$ cat src/rtl/core/cmsi_pkg.sv
`default_nettype none
package cmsi_pkg;

  localparam int MaxStops = 16;
  localparam int IdxW     = $clog2(MaxStops);
  localparam int CntW     = $clog2(MaxStops + 1);

  localparam int PosW     = 17;
  localparam int FracW    = 16;
  localparam int ChanW    = 8;
  localparam int NumChan  = 4;
  localparam int CfgIdxW  = 2;
  localparam int CfgDataW = 16;

  localparam logic [CfgIdxW-1:0] CfgRangeMin   = 2'd0;
  localparam logic [CfgIdxW-1:0] CfgRangeMax   = 2'd1;
  localparam logic [CfgIdxW-1:0] CfgStopsInUse = 2'd2;

  localparam logic ModeLoad   = 1'b0;
  localparam logic ModeLookup = 1'b1;

  localparam logic StatusOk       = 1'b0;
  localparam logic StatusNoBracket = 1'b1;

  localparam logic [PosW-1:0] PosHalf = 17'd32768;
  localparam logic [PosW-1:0] PosOne  = 17'd65536;

  typedef struct packed {
    logic [PosW-1:0]                 pos;
    logic [NumChan-1:0][ChanW-1:0]   ch;
  } stop_t;

endpackage
`default_nettype wire

$ cat src/rtl/core/colormap_stop_interpolator_unit.sv
// load item: written to the stop table on accept, no result; the next item may follow at once
// lookup item: the input is stalled from accept until the result is emitted, so one item at a time
// the lookup runs on the shared restoring divider (one quotient bit per cycle,
// 16 quotient bits for scaling and 16 for the blend factor), one stop compared per cycle,
// and one channel blended per cycle through a single multiplier
// reset clears control and range registers to their defaults; the stop table is not cleared
`default_nettype none
module colormap_stop_interpolator_unit
  import cmsi_pkg::*;
(
  input  wire logic                clk_i,
  input  wire logic                rst_ni,

  input  wire logic                cfg_we_i,
  input  wire logic [CfgIdxW-1:0]  cfg_index_i,
  input  wire logic [CfgDataW-1:0] cfg_data_i,

  input  wire logic                in_valid_i,
  output logic                     in_stall_o,
  input  wire logic                mode_i,
  input  wire logic [15:0]         sample_i,
  input  wire logic [3:0]          stop_slot_i,
  input  wire logic [PosW-1:0]     stop_position_i,
  input  wire logic [ChanW-1:0]    stop_red_i,
  input  wire logic [ChanW-1:0]    stop_green_i,
  input  wire logic [ChanW-1:0]    stop_blue_i,
  input  wire logic [ChanW-1:0]    stop_alpha_i,

  output logic                     out_valid_o,
  input  wire logic                out_stall_i,
  output logic [ChanW-1:0]         out_red_o,
  output logic [ChanW-1:0]         out_green_o,
  output logic [ChanW-1:0]         out_blue_o,
  output logic [ChanW-1:0]         out_alpha_o,
  output logic                     status_o
);

  localparam logic [2:0] StIdle = 3'd0;
  localparam logic [2:0] StSdiv = 3'd1;
  localparam logic [2:0] StPick = 3'd2;
  localparam logic [2:0] StScan = 3'd3;
  localparam logic [2:0] StFdiv = 3'd4;
  localparam logic [2:0] StMix  = 3'd5;
  localparam logic [2:0] StEmit = 3'd6;

  logic [2:0] state_q, state_d;

  logic [15:0]     range_min_q, range_max_q;
  logic [CntW-1:0] stops_q;

  stop_t tbl_q [MaxStops];

  logic [PosW-1:0]  pos_q, pos_d;
  logic [IdxW-1:0]  idx_q, idx_d;
  stop_t            prev_q, prev_d;
  stop_t            cur_q, cur_d;
  logic [FracW-1:0] f_q, f_d;
  logic [1:0]       ch_q, ch_d;

  logic [FracW+1:0] rem_q, rem_d;
  logic [PosW-1:0]  den_q, den_d;
  logic [FracW-1:0] quo_q, quo_d;
  logic [3:0]       dcnt_q, dcnt_d;

  logic [NumChan-1:0][ChanW-1:0] res_ch_q, res_ch_d;
  logic                          res_st_q, res_st_d;

  logic                          out_valid_q, out_valid_d;
  logic [NumChan-1:0][ChanW-1:0] out_ch_q, out_ch_d;
  logic                          out_st_q, out_st_d;

  logic            in_acc;
  logic            tbl_we;
  logic [CntW-1:0] n_use;
  logic [IdxW-1:0] rd_idx;
  stop_t           rd_entry;

  logic [FracW+1:0] rem_sh;
  logic             div_ge;
  logic [FracW+1:0] rem_nx;
  logic [FracW-1:0] quo_nx;

  logic [ChanW-1:0]  mix_c0, mix_c1;
  logic signed [8:0] mix_dif;
  logic signed [25:0] mix_prod, mix_val, mix_rnd;
  logic [ChanW-1:0]  mix_out;

  assign in_stall_o = (state_q != StIdle);
  assign in_acc     = in_valid_i && (state_q == StIdle);
  assign tbl_we     = in_acc && (mode_i == ModeLoad) &&
                      ({1'b0, stop_slot_i} < 5'(MaxStops));

  assign n_use    = (stops_q > CntW'(MaxStops)) ? CntW'(MaxStops) : stops_q;
  assign rd_idx   = (state_q == StPick) ? IdxW'(n_use - 1'b1) : idx_q;
  assign rd_entry = tbl_q[rd_idx];

  // shared restoring divider step
  assign rem_sh = {rem_q[FracW:0], 1'b0};
  assign div_ge = (rem_sh >= {1'b0, den_q});
  assign rem_nx = div_ge ? (rem_sh - {1'b0, den_q}) : rem_sh;
  assign quo_nx = {quo_q[FracW-2:0], div_ge};

  // one channel blend per cycle
  assign mix_c0   = prev_q.ch[ch_q];
  assign mix_c1   = cur_q.ch[ch_q];
  assign mix_dif  = $signed({1'b0, mix_c1}) - $signed({1'b0, mix_c0});
  assign mix_prod = $signed({{17{mix_dif[8]}}, mix_dif}) * $signed({10'b0, f_q});
  assign mix_val  = $signed({2'b0, mix_c0, 16'b0}) + mix_prod;
  assign mix_rnd  = mix_val + 26'sd32768;
  assign mix_out  = mix_val[25] ? '0 : mix_rnd[23:16];

  always_ff @(posedge clk_i) begin
    if (tbl_we) begin
      tbl_q[IdxW'(stop_slot_i)] <= '{pos: stop_position_i,
                                     ch: {stop_alpha_i, stop_blue_i, stop_green_i, stop_red_i}};
    end
  end

  always_ff @(posedge clk_i or negedge rst_ni) begin
    if (!rst_ni) begin
      range_min_q <= 16'd0;
      range_max_q <= 16'd65535;
      stops_q     <= '0;
    end else if (cfg_we_i) begin
      unique case (cfg_index_i)
        CfgRangeMin:   range_min_q <= cfg_data_i;
        CfgRangeMax:   range_max_q <= cfg_data_i;
        CfgStopsInUse: stops_q     <= cfg_data_i[CntW-1:0];
        default: ;
      endcase
    end
  end

  always_comb begin
    state_d     = state_q;
    pos_d       = pos_q;
    idx_d       = idx_q;
    prev_d      = prev_q;
    cur_d       = cur_q;
    f_d         = f_q;
    ch_d        = ch_q;
    rem_d       = rem_q;
    den_d       = den_q;
    quo_d       = quo_q;
    dcnt_d      = dcnt_q;
    res_ch_d    = res_ch_q;
    res_st_d    = res_st_q;
    out_ch_d    = out_ch_q;
    out_st_d    = out_st_q;
    out_valid_d = out_valid_q && out_stall_i;

    unique case (state_q)
      StIdle: begin
        if (in_acc && (mode_i == ModeLookup)) begin
          state_d = StPick;
          if (range_max_q == range_min_q) begin
            pos_d = PosHalf;
          end else if (sample_i <= range_min_q) begin
            pos_d = '0;
          end else if (sample_i >= range_max_q) begin
            pos_d = PosOne;
          end else begin
            rem_d   = {2'b0, sample_i - range_min_q};
            den_d   = {1'b0, range_max_q - range_min_q};
            quo_d   = '0;
            dcnt_d  = '0;
            state_d = StSdiv;
          end
        end
      end
      StSdiv: begin
        rem_d  = rem_nx;
        quo_d  = quo_nx;
        dcnt_d = dcnt_q + 1'b1;
        if (dcnt_q == 4'd15) begin
          pos_d   = {1'b0, quo_nx};
          state_d = StPick;
        end
      end
      StPick: begin
        res_st_d = StatusOk;
        if (n_use == '0) begin
          res_ch_d = '0;
          state_d  = StEmit;
        end else if ((n_use == CntW'(1)) || pos_q[PosW-1]) begin
          res_ch_d = rd_entry.ch;
          state_d  = StEmit;
        end else begin
          idx_d   = '0;
          state_d = StScan;
        end
      end
      StScan: begin
        if (rd_entry.pos == pos_q) begin
          res_ch_d = rd_entry.ch;
          res_st_d = StatusOk;
          state_d  = StEmit;
        end else if (rd_entry.pos > pos_q) begin
          if (idx_q == '0) begin
            res_ch_d = '0;
            res_st_d = StatusNoBracket;
            state_d  = StEmit;
          end else begin
            cur_d   = rd_entry;
            rem_d   = {1'b0, pos_q - prev_q.pos};
            den_d   = rd_entry.pos - prev_q.pos;
            quo_d   = '0;
            dcnt_d  = '0;
            state_d = StFdiv;
          end
        end else begin
          prev_d = rd_entry;
          if (CntW'(idx_q) == (n_use - 1'b1)) begin
            res_ch_d = '0;
            res_st_d = StatusNoBracket;
            state_d  = StEmit;
          end else begin
            idx_d = idx_q + 1'b1;
          end
        end
      end
      StFdiv: begin
        rem_d  = rem_nx;
        quo_d  = quo_nx;
        dcnt_d = dcnt_q + 1'b1;
        if (dcnt_q == 4'd15) begin
          f_d     = quo_nx;
          ch_d    = '0;
          state_d = StMix;
        end
      end
      StMix: begin
        res_ch_d[ch_q] = mix_out;
        res_st_d       = StatusOk;
        ch_d           = ch_q + 1'b1;
        if (ch_q == 2'd3) begin
          state_d = StEmit;
        end
      end
      StEmit: begin
        if (!out_valid_q || !out_stall_i) begin
          out_ch_d    = res_ch_q;
          out_st_d    = res_st_q;
          out_valid_d = 1'b1;
          state_d     = StIdle;
        end
      end
      default: begin
        state_d = StIdle;
      end
    endcase
  end

  always_ff @(posedge clk_i or negedge rst_ni) begin
    if (!rst_ni) begin
      state_q     <= StIdle;
      out_valid_q <= 1'b0;
    end else begin
      state_q     <= state_d;
      out_valid_q <= out_valid_d;
    end
  end

  always_ff @(posedge clk_i) begin
    pos_q    <= pos_d;
    idx_q    <= idx_d;
    prev_q   <= prev_d;
    cur_q    <= cur_d;
    f_q      <= f_d;
    ch_q     <= ch_d;
    rem_q    <= rem_d;
    den_q    <= den_d;
    quo_q    <= quo_d;
    dcnt_q   <= dcnt_d;
    res_ch_q <= res_ch_d;
    res_st_q <= res_st_d;
    out_ch_q <= out_ch_d;
    out_st_q <= out_st_d;
  end

  assign out_valid_o = out_valid_q;
  assign out_red_o   = out_ch_q[0];
  assign out_green_o = out_ch_q[1];
  assign out_blue_o  = out_ch_q[2];
  assign out_alpha_o = out_ch_q[3];
  assign status_o    = out_st_q;

endmodule
`default_nettype wire
$ cat config.mk
export PLATFORM = sky130hd
export DESIGN_NAME = colormap_stop_interpolator_unit
export DESIGN_NICKNAME = d
export VERILOG_FILES = /design/src/rtl/core/cmsi_pkg.sv /design/src/rtl/core/colormap_stop_interpolator_unit.sv
export SDC_FILE = /design/constraint.sdc
export NUM_CORES = 2
export LEC_CHECK = 0
export ABC_AREA = 0
export BUFFER_PORTS_ARGS = -buffer_cell sky130_fd_sc_hd__clkbuf_2
export CORE_ASPECT_RATIO = 1.75
export CORE_MARGIN = 1
export CORE_UTILIZATION = 45
export DETAILED_ROUTE_END_ITERATION = 16
export PLACE_DENSITY_LB_ADDON = 0.3
export SYNTH_ARGS = -nofsm -noshare
export SYNTH_HDL_FRONTEND = slang
export SYNTH_SLANG_ARGS = --single-unit
$ cat constraint.sdc
create_clock -name clk_i -period 27.2 [get_ports clk_i]
set_input_delay 5.44 -clock clk_i [delete_from_list [all_inputs] [get_ports clk_i]]
set_output_delay 5.44 -clock clk_i [all_outputs]
set_load 0.03 [all_outputs]
==> reports/summary.log <==
qor: detailed_routing.antenna_violating_nets_post_route 0
qor: synthesis.synth_area 50200 um^2
qor: timing.setup-tns-final 0 ns
qor: synthesis.post-synth-top-area-fraction 61.1%
qor: layout.layout.filler_cells 9228
qor: synthesis.synthDominantAreaCellType edfxtp_1
qor: worst_setup_path.worst_setup_path_start_kind flop
qor: synthesis.ys.flop_type edfxtp_1
qor: timing.grt_setup_unrepaired no
qor: layout.multiInputGateArea 17400 um^2
qor: timing.timing.final.ws_setup 17.46 ns
qor: detailed_routing.drt-pass1-iter-count 5
qor: timing.period_minus_slack 9.74 ns
qor: place.gp_congestion 0.883
qor: synthesis.synth.net_count 3547
qor: clocking.worst_skew_pair.late_latency 0.71 ns
qor: synthesis.syn-instance-count 3154
qor: worst_setup_path.crit_path_max_incr_delay 0.85 ns
qor: clocking.post_cts.repair.setup_buffers 0
qor: synthesis.synth_seq_cells 1064
qor: synthesis.synth-edff-count 1023
qor: global_route.grt_antenna_before_repair 12
qor: layout.fin_nets 3709
qor: detailed_routing.route.vias.total 27500
qor: hold_path.hold_path.class flop to flop
qor: floorplan.start_util 45.5%
qor: global_route.largest_net_degree_at_the_start_of_global_routing 145
qor: global_route.gr_ovfl_total 0
qor: worst_setup_path.worstSetupEndpoint res_ch_q[15]$_DFFE_PP_
qor: timing.timing.clock.skew 0.0317 ns
qor: worst_setup_path.timing.critical_path.buf_inv 4
qor: place.hpwlAfterDp 75400 um
qor: worst_setup_path.launch_point_of_the_worst_reg_to_reg_path ch_q[0]$_SDFFCE_PN0P_
qor: synthesis.synth-seq-area-share 63.2%
qor: floorplan.fp.dieH 444 um
qor: outcome.status complete, no violations
qor: synthesis.synth.distinct_cells 67
qor: place.place_worst_setup_slack 17.51 ns
qor: floorplan.io_pins 128
qor: timing.timing.max_slew.rel_slack 17.4%
qor: floorplan.floorplan.rows 161
qor: clocking.postCtsResizedCells 0
qor: timing.worst-slew-pin-transition 1.24 ns
qor: worst_setup_path.critical_path_arrival 10.15 ns
qor: clocking.cts_root_buf clkbuf_16
qor: global_route.track_usage 21.6%
qor: worst_setup_path.timing.critical_path.to_type flop
qor: worst_setup_path.setup.worst_path.class flop to flop
qor: floorplan.die_w 255 um
qor: detailed_routing.post-route-drc-count 0
qor: timing.hold_violation_count_in_the_final_report 0
qor: worst_setup_path.crit_path_start ch_q[0]$_SDFFCE_PN0P_
qor: synthesis.synth_area_per_cell 15.9 um^2
qor: worst_setup_path.critical_path.max_fanout 20
qor: worst_setup_path.timing.rr.end res_ch_q[15]$_DFFE_PP_
qor: clocking.cts.hold.buffers_added 0
qor: clocking.ctsHtreeMaxLevel 3
qor: layout.seqCellArea 31800 um^2
qor: detailed_routing.final_routed_wirelength 119000 um
qor: timing.fmax 103 MHz
qor: clocking.cts_tree built
qor: flow_run.cap_violations 0
qor: clocking.clock_sinks 1064
qor: global_route.grt_pass1_wl 179000 um
qor: synthesis.post-synth-top-count-cell edfxtp_1
qor: synthesis.yosys-top-cells-area edfxtp_1 61%, mux4_2 9.5%, ha_1 4.7%, fa_1 4.5%, inv_1 1.7%
qor: worst_setup_path.worst_path_dominant_cell_family adder cells
qor: detailed_routing.detail_route.wl_per_cell 24.5 um
qor: place.numPortBuffers 127
qor: worst_setup_path.reg2reg_setup_slack 17.46 ns
qor: worst_setup_path.critPathMostFrequentCell fa_1
qor: timing.setup-violations-final 0
qor: floorplan.core-area 110000 um^2
qor: detailed_routing.detail_route.iter0.violations 2016
qor: timing.layout_worst_path_cycle_share 35.8%
qor: floorplan.die_area 113000 um^2
qor: timing.final-max-slew-violation-count 0
qor: clocking.clk_transition_reported_paths 0.07 ns
qor: worst_setup_path.ff2ff_path_depth 32
qor: worst_setup_path.slowest_stage xor2_1
qor: clocking.cts-root-to-sink-buffers 3
qor: layout.drive_gt1_share 18.0%
qor: synthesis.yosys_warnings 0
qor: worst_setup_path.crit_cells 32
qor: synthesis.ys_async_sr_fraction 3.85%
qor: hold_path.timing.hold.worst_path_depth 0
qor: detailed_routing.route.detailed.vias_per_inst 5.65
qor: worst_setup_path.timing.critical_path.required 27.61 ns
qor: global_route.grt_pass1_vias 28700
qor: layout.flow.area_growth_from_synthesis 11.5%
qor: clocking.numCtsBuffers 95
qor: synthesis.synth.cells.most_frequent 1023 x edfxtp_1, 223 x inv_1, 212 x mux4_2, 188 x ha_1, 127 x nand2_1
[cells by family (layout without fill, tap and decap cells)]
group / after synthesis / after routing / synth area share (%)
AOI/OAI and AO/OA: 444 / 444 / 5.62
xor gates and xnor gates: 98 / 98 / 1.71
adders and majority gates: 300 / 300 / 9.14
buffers and inverters: 332 / 569 / 2.56
DFF: 1064 / 1064 / 63.2
muxes: 302 / 302 / 11.4
other: 0 / 4 / 0
and+or+nand+nor: 614 / 614 / 6.40
[state kept, by name, summed over array words and instances (netlist names), 15 cells and up]
signal and count:
tbl_q 784, rem_q 17, range_min_q 16, prev_q 49, quo_q 15, den_q 17, range_max_q 16, res_ch_q 32
cur_q 32, pos_q 17, f_q 16
[layer usage]
metal | track usage (%) | part of all wire (%) | vias up
li1 | - | - | 12300
met1 | 26.1 | 39 | 14200
met2 | 38.2 | 53 | 685
met3 | 3.22 | 4.6 | 215
met4 | 8.72 | 3.8 | 20
met5 | 0 | 0.12 | -
[metrics by stage]
step | utilization (%) | cell area, um^2 | hold WS [ns] | cells
finish | 50.7 | 56000 | 0.444 | 4862
global route | 50.7 | 56000 | 0.463 | 4859
CTS | 50.7 | 56000 | 0.445 | 4858
detailed placement | 47.9 | 52900 | 0.435 | 4686
global placement | 47.9 | 52900 | 0.428 | 4686
floorplan | - | 50200 | 0.400 | 3154
[layout make-up]
type                    count  area share, %
flip-flops and latches   1064           56.7
multi-input cells        1758           31.1
clock buffers             115           4.47
well taps                1467           3.28
repair buffers            173           1.82
inverters                 224           1.50
clock inverters            57           1.15
diodes                      4         0.0179
[placed cells by master (no fill, tap or decap), drive strengths merged, types with 36 or more instances in the layout]
master	instances
a211oi	55
a21o	36
a21oi	126
and2	111
buf	46
clkbuf	242
clkinv	39
edfxtp	1023
fa	112
ha	188
inv	228
mux2i	65
mux4	212
nand2	127
nand2b	52
nor2	105
nor2b	75
nor3	37
o21ai	105
xnor2	53
xor2	45
[how the worst min path moves through the flow]
stage	startpoint	to	slack, ns
after detailed placement	res_ch_q[28]$_DFFE_PP_	out_alpha_o[4]$_DFFE_PP_	0.43
after CTS	res_ch_q[28]$_DFFE_PP_	out_alpha_o[4]$_DFFE_PP_	0.44
after global placement	res_ch_q[24]$_DFFE_PP_	out_alpha_o[0]$_DFFE_PP_	0.43
after floorplan	res_st_q$_SDFFCE_PP0P_	status_o$_DFFE_PP_	0.40
after global routing	res_ch_q[28]$_DFFE_PP_	out_alpha_o[4]$_DFFE_PP_	0.46
final	res_ch_q[24]$_DFFE_PP_	out_alpha_o[0]$_DFFE_PP_	0.44
Power is left out: the tool's default activity adds up to more than one toggle a clock period on the data nets, which glitch-free logic cannot reach.
